### src/hw/rtl/affine_warp_bilinear_assert.svh
// assertion macros shared by the warp block
`ifndef AFFINE_WARP_BILINEAR_ASSERT_SVH
`define AFFINE_WARP_BILINEAR_ASSERT_SVH

// condition must hold on every clock out of reset
`define AWB_ASSERT_ALWAYS(lbl, cond) \
  lbl: assert property (@(posedge clk) disable iff (rst) (cond)) \
    else $error("awb invariant broken");

// antecedent implies consequent in the same cycle
`define AWB_ASSERT_IMPLY(lbl, ante, cons) \
  lbl: assert property (@(posedge clk) disable iff (rst) (ante) |-> (cons)) \
    else $error("awb implication broken");

`endif

### src/hw/rtl/awb_pkg.sv
package awb_pkg;

  localparam logic OP_WRITE  = 1'b0;
  localparam logic OP_SAMPLE = 1'b1;

  localparam int CFG_IDX_W  = 3;
  localparam int CFG_DATA_W = 16;

  localparam logic [CFG_IDX_W-1:0] REG_SHIFT_X        = 3'd0;
  localparam logic [CFG_IDX_W-1:0] REG_SHIFT_Y        = 3'd1;
  localparam logic [CFG_IDX_W-1:0] REG_COS_OVER_SCALE = 3'd2;
  localparam logic [CFG_IDX_W-1:0] REG_SIN_OVER_SCALE = 3'd3;
  localparam logic [CFG_IDX_W-1:0] REG_IMAGE_WIDTH    = 3'd4;
  localparam logic [CFG_IDX_W-1:0] REG_IMAGE_HEIGHT   = 3'd5;

  localparam logic [15:0] RST_COS_OVER_SCALE = 16'd4096;
  localparam logic [5:0]  RST_IMAGE_SIZE     = 6'd28;

  // half of one output lsb after the blend, and the top of the pixel range
  localparam logic [24:0] ROUND_HALF = 25'd32768;
  localparam logic [7:0]  PIX_MAX    = 8'd255;

  // queue depths, powers of two
  localparam int MID_DEPTH = 8;
  localparam int OUT_DEPTH = 8;

  typedef struct packed {
    logic [15:0] shift_x;
    logic [15:0] shift_y;
    logic [15:0] cos_over_scale;
    logic [15:0] sin_over_scale;
    logic [5:0]  image_width;
    logic [5:0]  image_height;
  } cfg_t;

  // one classified item from the front to the back
  typedef struct packed {
    logic       op;
    logic       wr_en;
    logic [1:0] bank;
    logic [7:0] value;
    logic [3:0] mask;
    logic       px;
    logic       py;
    logic [7:0] wx;
    logic [7:0] wy;
  } job_t;

  // address bits of one parity bank along an axis of n pixels
  function automatic int half_bits(input int n);
    int half;
    half = (n + 1) >> 1;
    return (half > 1) ? $clog2(half) : 1;
  endfunction

endpackage

### src/hw/rtl/awb_front.sv
module awb_front import awb_pkg::*; #(
  parameter int MAX_WIDTH = 32,
  parameter int MAX_HEIGHT = 32,
  localparam int HXB = half_bits(MAX_WIDTH),
  localparam int HYB = half_bits(MAX_HEIGHT),
  localparam int AW = HXB + HYB
) (
  input  logic                clk,
  input  logic                rst,
  input  cfg_t                cfg,
  input  logic                accept,
  input  logic                operation,
  input  logic [4:0]          pixel_col,
  input  logic [4:0]          pixel_row,
  input  logic [7:0]          write_value,
  output logic                job_valid,
  output job_t                job,
  output logic [3:0][AW-1:0]  job_addr,
  output logic [1:0]          inflight
);

  // sizes clipped to the store, and the image centre in q5.8
  logic [5:0]  w_eff, h_eff, wm1, hm1;
  logic        size_zero;
  logic [12:0] cx, cy;

  assign w_eff = ({3'b0, cfg.image_width} > 9'(MAX_WIDTH)) ? 6'(MAX_WIDTH)
                                                           : cfg.image_width;
  assign h_eff = ({3'b0, cfg.image_height} > 9'(MAX_HEIGHT)) ? 6'(MAX_HEIGHT)
                                                             : cfg.image_height;
  assign wm1 = w_eff - 6'd1;
  assign hm1 = h_eff - 6'd1;
  assign size_zero = (w_eff == 6'd0) || (h_eff == 6'd0);
  assign cx = {wm1, 7'b0};
  assign cy = {hm1, 7'b0};

  // stage a: offset from the centre and the shift
  logic signed [16:0] rx_in, ry_in;

  assign rx_in = $signed({4'b0, pixel_col, 8'b0}) - $signed({4'b0, cx})
               - 17'($signed(cfg.shift_x));
  assign ry_in = $signed({4'b0, pixel_row, 8'b0}) - $signed({4'b0, cy})
               - 17'($signed(cfg.shift_y));

  logic               a_valid, b_valid, c_valid;
  logic               a_op, b_op, c_op;
  logic [4:0]         a_col, b_col, c_col;
  logic [4:0]         a_row, b_row, c_row;
  logic [7:0]         a_value, b_value, c_value;
  logic signed [16:0] a_rx, a_ry;
  logic signed [32:0] b_pcx, b_psy, b_pcy, b_psx;
  logic signed [21:0] c_mx, c_my;
  logic signed [33:0] sum_x, sum_y;

  assign sum_x = 34'(b_pcx) + 34'(b_psy);
  assign sum_y = 34'(b_pcy) - 34'(b_psx);

  always_ff @(posedge clk) begin
    if (rst) begin
      a_valid <= 1'b0;
      b_valid <= 1'b0;
      c_valid <= 1'b0;
    end else begin
      a_valid <= accept;
      b_valid <= a_valid;
      c_valid <= b_valid;
    end
  end

  always_ff @(posedge clk) begin
    a_op    <= operation;
    a_col   <= pixel_col;
    a_row   <= pixel_row;
    a_value <= write_value;
    a_rx    <= rx_in;
    a_ry    <= ry_in;

    b_op    <= a_op;
    b_col   <= a_col;
    b_row   <= a_row;
    b_value <= a_value;
    b_pcx   <= 33'(a_rx) * 33'($signed(cfg.cos_over_scale));
    b_psy   <= 33'(a_ry) * 33'($signed(cfg.sin_over_scale));
    b_pcy   <= 33'(a_ry) * 33'($signed(cfg.cos_over_scale));
    b_psx   <= 33'(a_rx) * 33'($signed(cfg.sin_over_scale));

    c_op    <= b_op;
    c_col   <= b_col;
    c_row   <= b_row;
    c_value <= b_value;
    // floor shift by 12 keeps eight fraction bits
    c_mx    <= sum_x[33:12];
    c_my    <= sum_y[33:12];
  end

  // stage d: back to source coordinates, range test, bank addresses
  logic signed [22:0] sx, sy, lim_x, lim_y;
  logic [5:0]         x0, y0;
  logic [5:0]         hx0, hx1, hy0, hy1;
  logic               in_image, x_next_ok, y_next_ok;

  assign sx    = $signed({c_mx[21], c_mx}) + $signed({10'b0, cx});
  assign sy    = $signed({c_my[21], c_my}) + $signed({10'b0, cy});
  assign lim_x = $signed({9'b0, wm1, 8'b0});
  assign lim_y = $signed({9'b0, hm1, 8'b0});

  assign in_image = !size_zero && !sx[22] && !sy[22] && (sx <= lim_x) && (sy <= lim_y);
  assign x0 = sx[13:8];
  assign y0 = sy[13:8];
  assign x_next_ok = (x0 < wm1);
  assign y_next_ok = (y0 < hm1);

  // odd bank holds x0 or x0+1 at the same half index; even bank steps on odd x0
  assign hx1 = {1'b0, x0[5:1]};
  assign hx0 = {1'b0, x0[5:1]} + {5'b0, x0[0]};
  assign hy1 = {1'b0, y0[5:1]};
  assign hy0 = {1'b0, y0[5:1]} + {5'b0, y0[0]};

  always_comb begin
    job.op    = c_op;
    job.wr_en = ({4'b0, c_col} < 9'(MAX_WIDTH)) && ({4'b0, c_row} < 9'(MAX_HEIGHT));
    job.bank  = {c_row[0], c_col[0]};
    job.value = c_value;
    job.mask  = {in_image && x_next_ok && y_next_ok, in_image && y_next_ok,
                 in_image && x_next_ok, in_image};
    job.px    = x0[0];
    job.py    = y0[0];
    job.wx    = sx[7:0];
    job.wy    = sy[7:0];
    for (int b = 0; b < 4; b++) begin
      if (c_op == OP_SAMPLE) begin
        job_addr[b] = {HYB'(b[1] ? hy1 : hy0), HXB'(b[0] ? hx1 : hx0)};
      end else begin
        job_addr[b] = {HYB'(c_row[4:1]), HXB'(c_col[4:1])};
      end
    end
  end

  assign job_valid = c_valid;
  assign inflight  = {1'b0, a_valid} + {1'b0, b_valid} + {1'b0, c_valid};

endmodule

### config.mk
export PLATFORM = sky130hd
export DESIGN_NAME = awb_front
export DESIGN_NICKNAME = d
export VERILOG_FILES = /design/src/hw/rtl/affine_warp_bilinear_assert.svh /design/src/hw/rtl/awb_pkg.sv /design/src/hw/rtl/awb_front.sv
export SDC_FILE = /design/constraint.sdc
export NUM_CORES = 2
export LEC_CHECK = 0
export BUFFER_PORTS_ARGS = -buffer_cell sky130_fd_sc_hd__buf_2
export CORE_MARGIN = 2
export CORE_UTILIZATION = 30
export DETAILED_ROUTE_END_ITERATION = 10
export SYNTH_ARGS = -nofsm -noshare
export SYNTH_HDL_FRONTEND = slang
export SYNTH_SLANG_ARGS = --single-unit
### constraint.sdc
create_clock -name clk -period 6.5 [get_ports clk]
set_input_delay 0.975 -clock clk [delete_from_list [all_inputs] [get_ports clk]]
set_output_delay 0.975 -clock clk [all_outputs]
set_load 0.01 [all_outputs]
==> impl_metrics.prom <==
# TYPE chip_impl_metric gauge
chip_impl_metric{name="placement_rows",unit=""} 152
chip_impl_metric{name="cp_max_fo",unit=""} 13
chip_impl_metric{name="drt-wirelength-per-cell",unit="µm"} 17.9
chip_impl_metric{name="r2r_setup_slack",unit="ns"} 0.12
chip_impl_metric{name="antenna_found_initial",unit=""} 17
chip_impl_info{name="r2r_start",value="a_ry[10]"} 1
chip_impl_metric{name="grt_overflow",unit=""} 0
chip_impl_metric{name="synth_top_cell_area_share",unit=""} 0.426
chip_impl_metric{name="io_buffers",unit=""} 165
chip_impl_metric{name="syn-num-nets",unit=""} 7236
chip_impl_metric{name="grt_start_max_net_pins",unit=""} 35
chip_impl_info{name="synthTopCellsByArea",value="sky130_fd_sc_hd__fa_1 (43%), sky130_fd_sc_hd__ha_1 (11%), sky130_fd_sc_hd__dfxtp_1 (10%), sky130_fd_sc_hd__inv_1 (9.2%), sky130_fd_sc_hd__and2_1 (6.4%)"} 1
chip_impl_metric{name="fin_nets",unit=""} 7754
chip_impl_metric{name="postRouteWirelength",unit="µm"} 150000
chip_impl_info{name="min-delay-start",value="a_row[1]"} 1
chip_impl_metric{name="floorplan.initialDensity",unit=""} 0.302
chip_impl_info{name="critPathCaptureType",value="register"} 1
chip_impl_metric{name="ys_ff_latch",unit=""} 270
chip_impl_metric{name="chipWidth",unit="µm"} 420
chip_impl_metric{name="synth.lib_cells_used.distinct",unit=""} 75
chip_impl_metric{name="drv_cap",unit=""} 0
chip_impl_info{name="timing.hold.worst.class",value="reg2reg"} 1
chip_impl_info{name="synth_top_cell_by_area",value="sky130_fd_sc_hd__fa_1"} 1
chip_impl_metric{name="cp_arrival",unit="ns"} 6.89
chip_impl_metric{name="track_usage",unit=""} 0.164
chip_impl_metric{name="setup-violations-final",unit=""} 0
chip_impl_metric{name="worstSkewPairLatency",unit="ns"} 0.58
chip_impl_metric{name="synth_enable_flop_cells",unit=""} 0
chip_impl_info{name="worstReg2RegEnd",value="b_pcy[31]"} 1
chip_impl_info{name="most_used_flip_flop_cell_after_synthesis",value="sky130_fd_sc_hd__dfxtp_1"} 1
chip_impl_metric{name="final.setup_skew",unit="ns"} 0.0285
chip_impl_metric{name="min_period_over_period",unit=""} 0.988
chip_impl_metric{name="post-route-cell-area",unit="µm²"} 62500
chip_impl_info{name="clk_root_buffer_cell",value="sky130_fd_sc_hd__clkbuf_16"} 1
chip_impl_metric{name="numCtsBuffers",unit=""} 35
chip_impl_info{name="tritoncts",value="done"} 1
chip_impl_metric{name="timing_max_transition_violations_final",unit=""} 0
chip_impl_metric{name="syn2layout_area_growth",unit="%"} 20.2
chip_impl_info{name="rsz_0062_raised_after_global_routing",value="yes"} 1
chip_impl_info{name="crit_start",value="cfg[34]"} 1
chip_impl_metric{name="avgSynthCellArea",unit="µm²"} 9.33
chip_impl_metric{name="grt_pass1_wl",unit="µm"} 227000
chip_impl_metric{name="fraction_of_the_yosys_area_taken_by_sequential_cells",unit=""} 0.104
chip_impl_metric{name="via_count_of_the_first_global_routing_pass",unit=""} 40548
chip_impl_metric{name="htree_levels",unit=""} 2
chip_impl_metric{name="routabilityCongestion",unit=""} 0.880
chip_impl_metric{name="routed_via_density",unit=""} 4.57
chip_impl_metric{name="timing.slew.headroom",unit=""} 0.476
chip_impl_metric{name="synth_area",unit="µm²"} 52000
chip_impl_info{name="layout_common_cells",value="sky130_fd_sc_hd__inv_1 (1266), sky130_fd_sc_hd__fa_1 (1086), sky130_fd_sc_hd__nand2_1 (570)"} 1
chip_impl_info{name="setup.worst_path.end",value="b_pcy[31]"} 1
chip_impl_metric{name="postPlaceCellArea",unit="µm²"} 59200
chip_impl_metric{name="yosys_warnings",unit=""} 0
chip_impl_metric{name="layout-drive-gt1-share",unit=""} 0.157
chip_impl_metric{name="path_clk_slew",unit="ns"} 0.06
chip_impl_metric{name="antenna_violating_nets_post_route",unit=""} 0
chip_impl_metric{name="postSynthCellCount",unit=""} 5567
chip_impl_metric{name="timing.reg2reg.worst_path_depth",unit=""} 23
chip_impl_metric{name="finalHoldViolations",unit=""} 0
chip_impl_metric{name="floorplan.core_area",unit="µm²"} 172000
chip_impl_metric{name="finalCriticalPeriod",unit="ns"} 6.42
chip_impl_metric{name="num_io_pins",unit=""} 167
chip_impl_metric{name="chipHeight",unit="µm"} 420
chip_impl_info{name="status",value="finished clean"} 1
chip_impl_info{name="cp-start-kind",value="input pin"} 1
chip_impl_info{name="worstSetupPathType",value="in2reg"} 1
chip_impl_metric{name="achievable-frequency",unit="GHz"} 0.156
chip_impl_info{name="mostFrequentLayoutCell",value="sky130_fd_sc_hd__inv_1"} 1
chip_impl_metric{name="cts_buffer_depth",unit=""} 3
chip_impl_metric{name="remaining_drc_errors",unit=""} 0
chip_impl_metric{name="floorplan.die_area",unit="µm²"} 177000
chip_impl_metric{name="worstPathRequired",unit="ns"} 6.97
chip_impl_metric{name="async_flop_share",unit=""} 0
chip_impl_metric{name="max_slew.worst_pin.slew",unit="ns"} 0.785
chip_impl_metric{name="numClockSinks",unit=""} 270
chip_impl_metric{name="dr.pass1.iters",unit=""} 7
chip_impl_metric{name="detailedRoute.firstIterationViolations",unit=""} 2376
chip_impl_metric{name="detailed_place_hpwl",unit="µm"} 115000
chip_impl_metric{name="routed-via-count",unit=""} 38502
per-stage QoR:
stage / instances / setup TNS (ns) / hold slack (ns) / setup slack (ns) / utilization
2_1_floorplan: 5567 / -0.0892 / 0.310 / -0.0530 / -
5_1_grt: 8422 / -0.204 / 0.327 / -0.0716 / 0.363
4_1_cts: 8351 / 0 / 0.321 / 0.00295 / 0.352
6_report: 8424 / 0 / 0.321 / 0.0763 / 0.363
3_3_place_gp: 8286 / -21.17 / 0.310 / -0.822 / 0.345
3_5_place_dp: 8286 / -24.61 / 0.312 / -0.811 / 0.345
cells in the mapped netlist, drive strengths merged, types with 25 or more instances:
cell	instances
and2	530
nand2b	42
clkbuf	206
nor2	154
nor3	45
o21a	40
fa	1107
nand3	40
dfxtp	270
a21o	76
xor2	61
ha	464
inv	1272
o21ai	79
nor2b	29
o21bai	25
a21oi	148
nand2	580
xnor2	179
buf	35
cell type report:
type                            count  area, µm²
Timing Repair Buffer              722       6620
Clock buffer                       40        925
Inverter                         1274       4780
Sequential cell                   270       5450
Multi-Input combinational cell   3782      41500
Antenna cell                        5       12.5
Tap cell                         2310       2890
Fill cell                       17304     109000
Clock inverter                     21        273
logic make-up after synthesis:
family | count (synthesis) | synth area share
AOI/OAI and AO/OA | 479 | 0.0616
xor gates and xnor gates | 240 | 0.0404
adders and majority gates | 1571 | 0.538
buffers and inverters | 1515 | 0.112
DFF | 270 | 0.104
muxes | 8 | 0.00166
other | 1 | 0.0000722
and+or+nand+nor | 1483 | 0.142
worst max-delay path, stage by stage:
cell and delay [ns]:
sky130_fd_sc_hd__buf_6 0.13, sky130_fd_sc_hd__buf_12 0.15, sky130_fd_sc_hd__and2_4 0.16, sky130_fd_sc_hd__fa_1 0.51
sky130_fd_sc_hd__inv_1 0.06, sky130_fd_sc_hd__fa_1 0.47, sky130_fd_sc_hd__fa_1 0.51, sky130_fd_sc_hd__inv_1 0.05
sky130_fd_sc_hd__fa_1 0.46, sky130_fd_sc_hd__fa_1 0.49, sky130_fd_sc_hd__inv_1 0.05, sky130_fd_sc_hd__fa_1 0.48
sky130_fd_sc_hd__inv_1 0.07, sky130_fd_sc_hd__ha_4 0.26, sky130_fd_sc_hd__nand2_4 0.07, sky130_fd_sc_hd__nor2_1 0.06
sky130_fd_sc_hd__a211oi_2 0.24, sky130_fd_sc_hd__o31ai_4 0.15, sky130_fd_sc_hd__a41o_1 0.28, sky130_fd_sc_hd__a221o_1 0.39
sky130_fd_sc_hd__o41ai_4 0.40, sky130_fd_sc_hd__o2111ai_1 0.18, sky130_fd_sc_hd__a21oi_1 0.20, sky130_fd_sc_hd__xnor2_1 0.09
timing repair:
| action | CTS | global route |
|---|---|---|
| pin swaps | 8 | 127 |
| endpoints found under the setup margin | 20 | 25 |
| gates resized for setup | 34 | 243 |
| hold buffers | 0 | 0 |
| buffers inserted | 4 | 49 |
| gates cloned | 0 | 21 |
state kept, by name, indices dropped and copies added, names as in the netlist, 8 cells and up:
register / flops
a_rx: 17
a_ry: 17
a_value: 8
b_pcx: 33
b_pcy: 33
b_psx: 33
b_psy: 33
b_value: 8
c_mx: 22
c_my: 22
c_value: 8
worst min-delay path by stage:
stage	endpoint	slack (ns)	cells after the start
5_1_grt	c_row[2]	0.33	0
6_report	b_row[1]	0.32	0
2_1_floorplan	b_col[0]	0.31	0
3_5_place_dp	c_row[1]	0.31	0
4_1_cts	b_row[1]	0.32	0
3_3_place_gp	c_row[0]	0.31	0
layer usage:
metal / wire (µm) / vias to the layer above / GRT usage
li1: - / 17622 / -
met1: 61300 / 19532 / 0.218
met2: 69200 / 1086 / 0.269
met3: 9600 / 248 / 0.0185
met4: 10200 / 14 / 0.0762
met5: 92 / - / 0
Power is not shown: default switching activity piles up to over one toggle a cycle in this logic, so the estimate is an artifact.
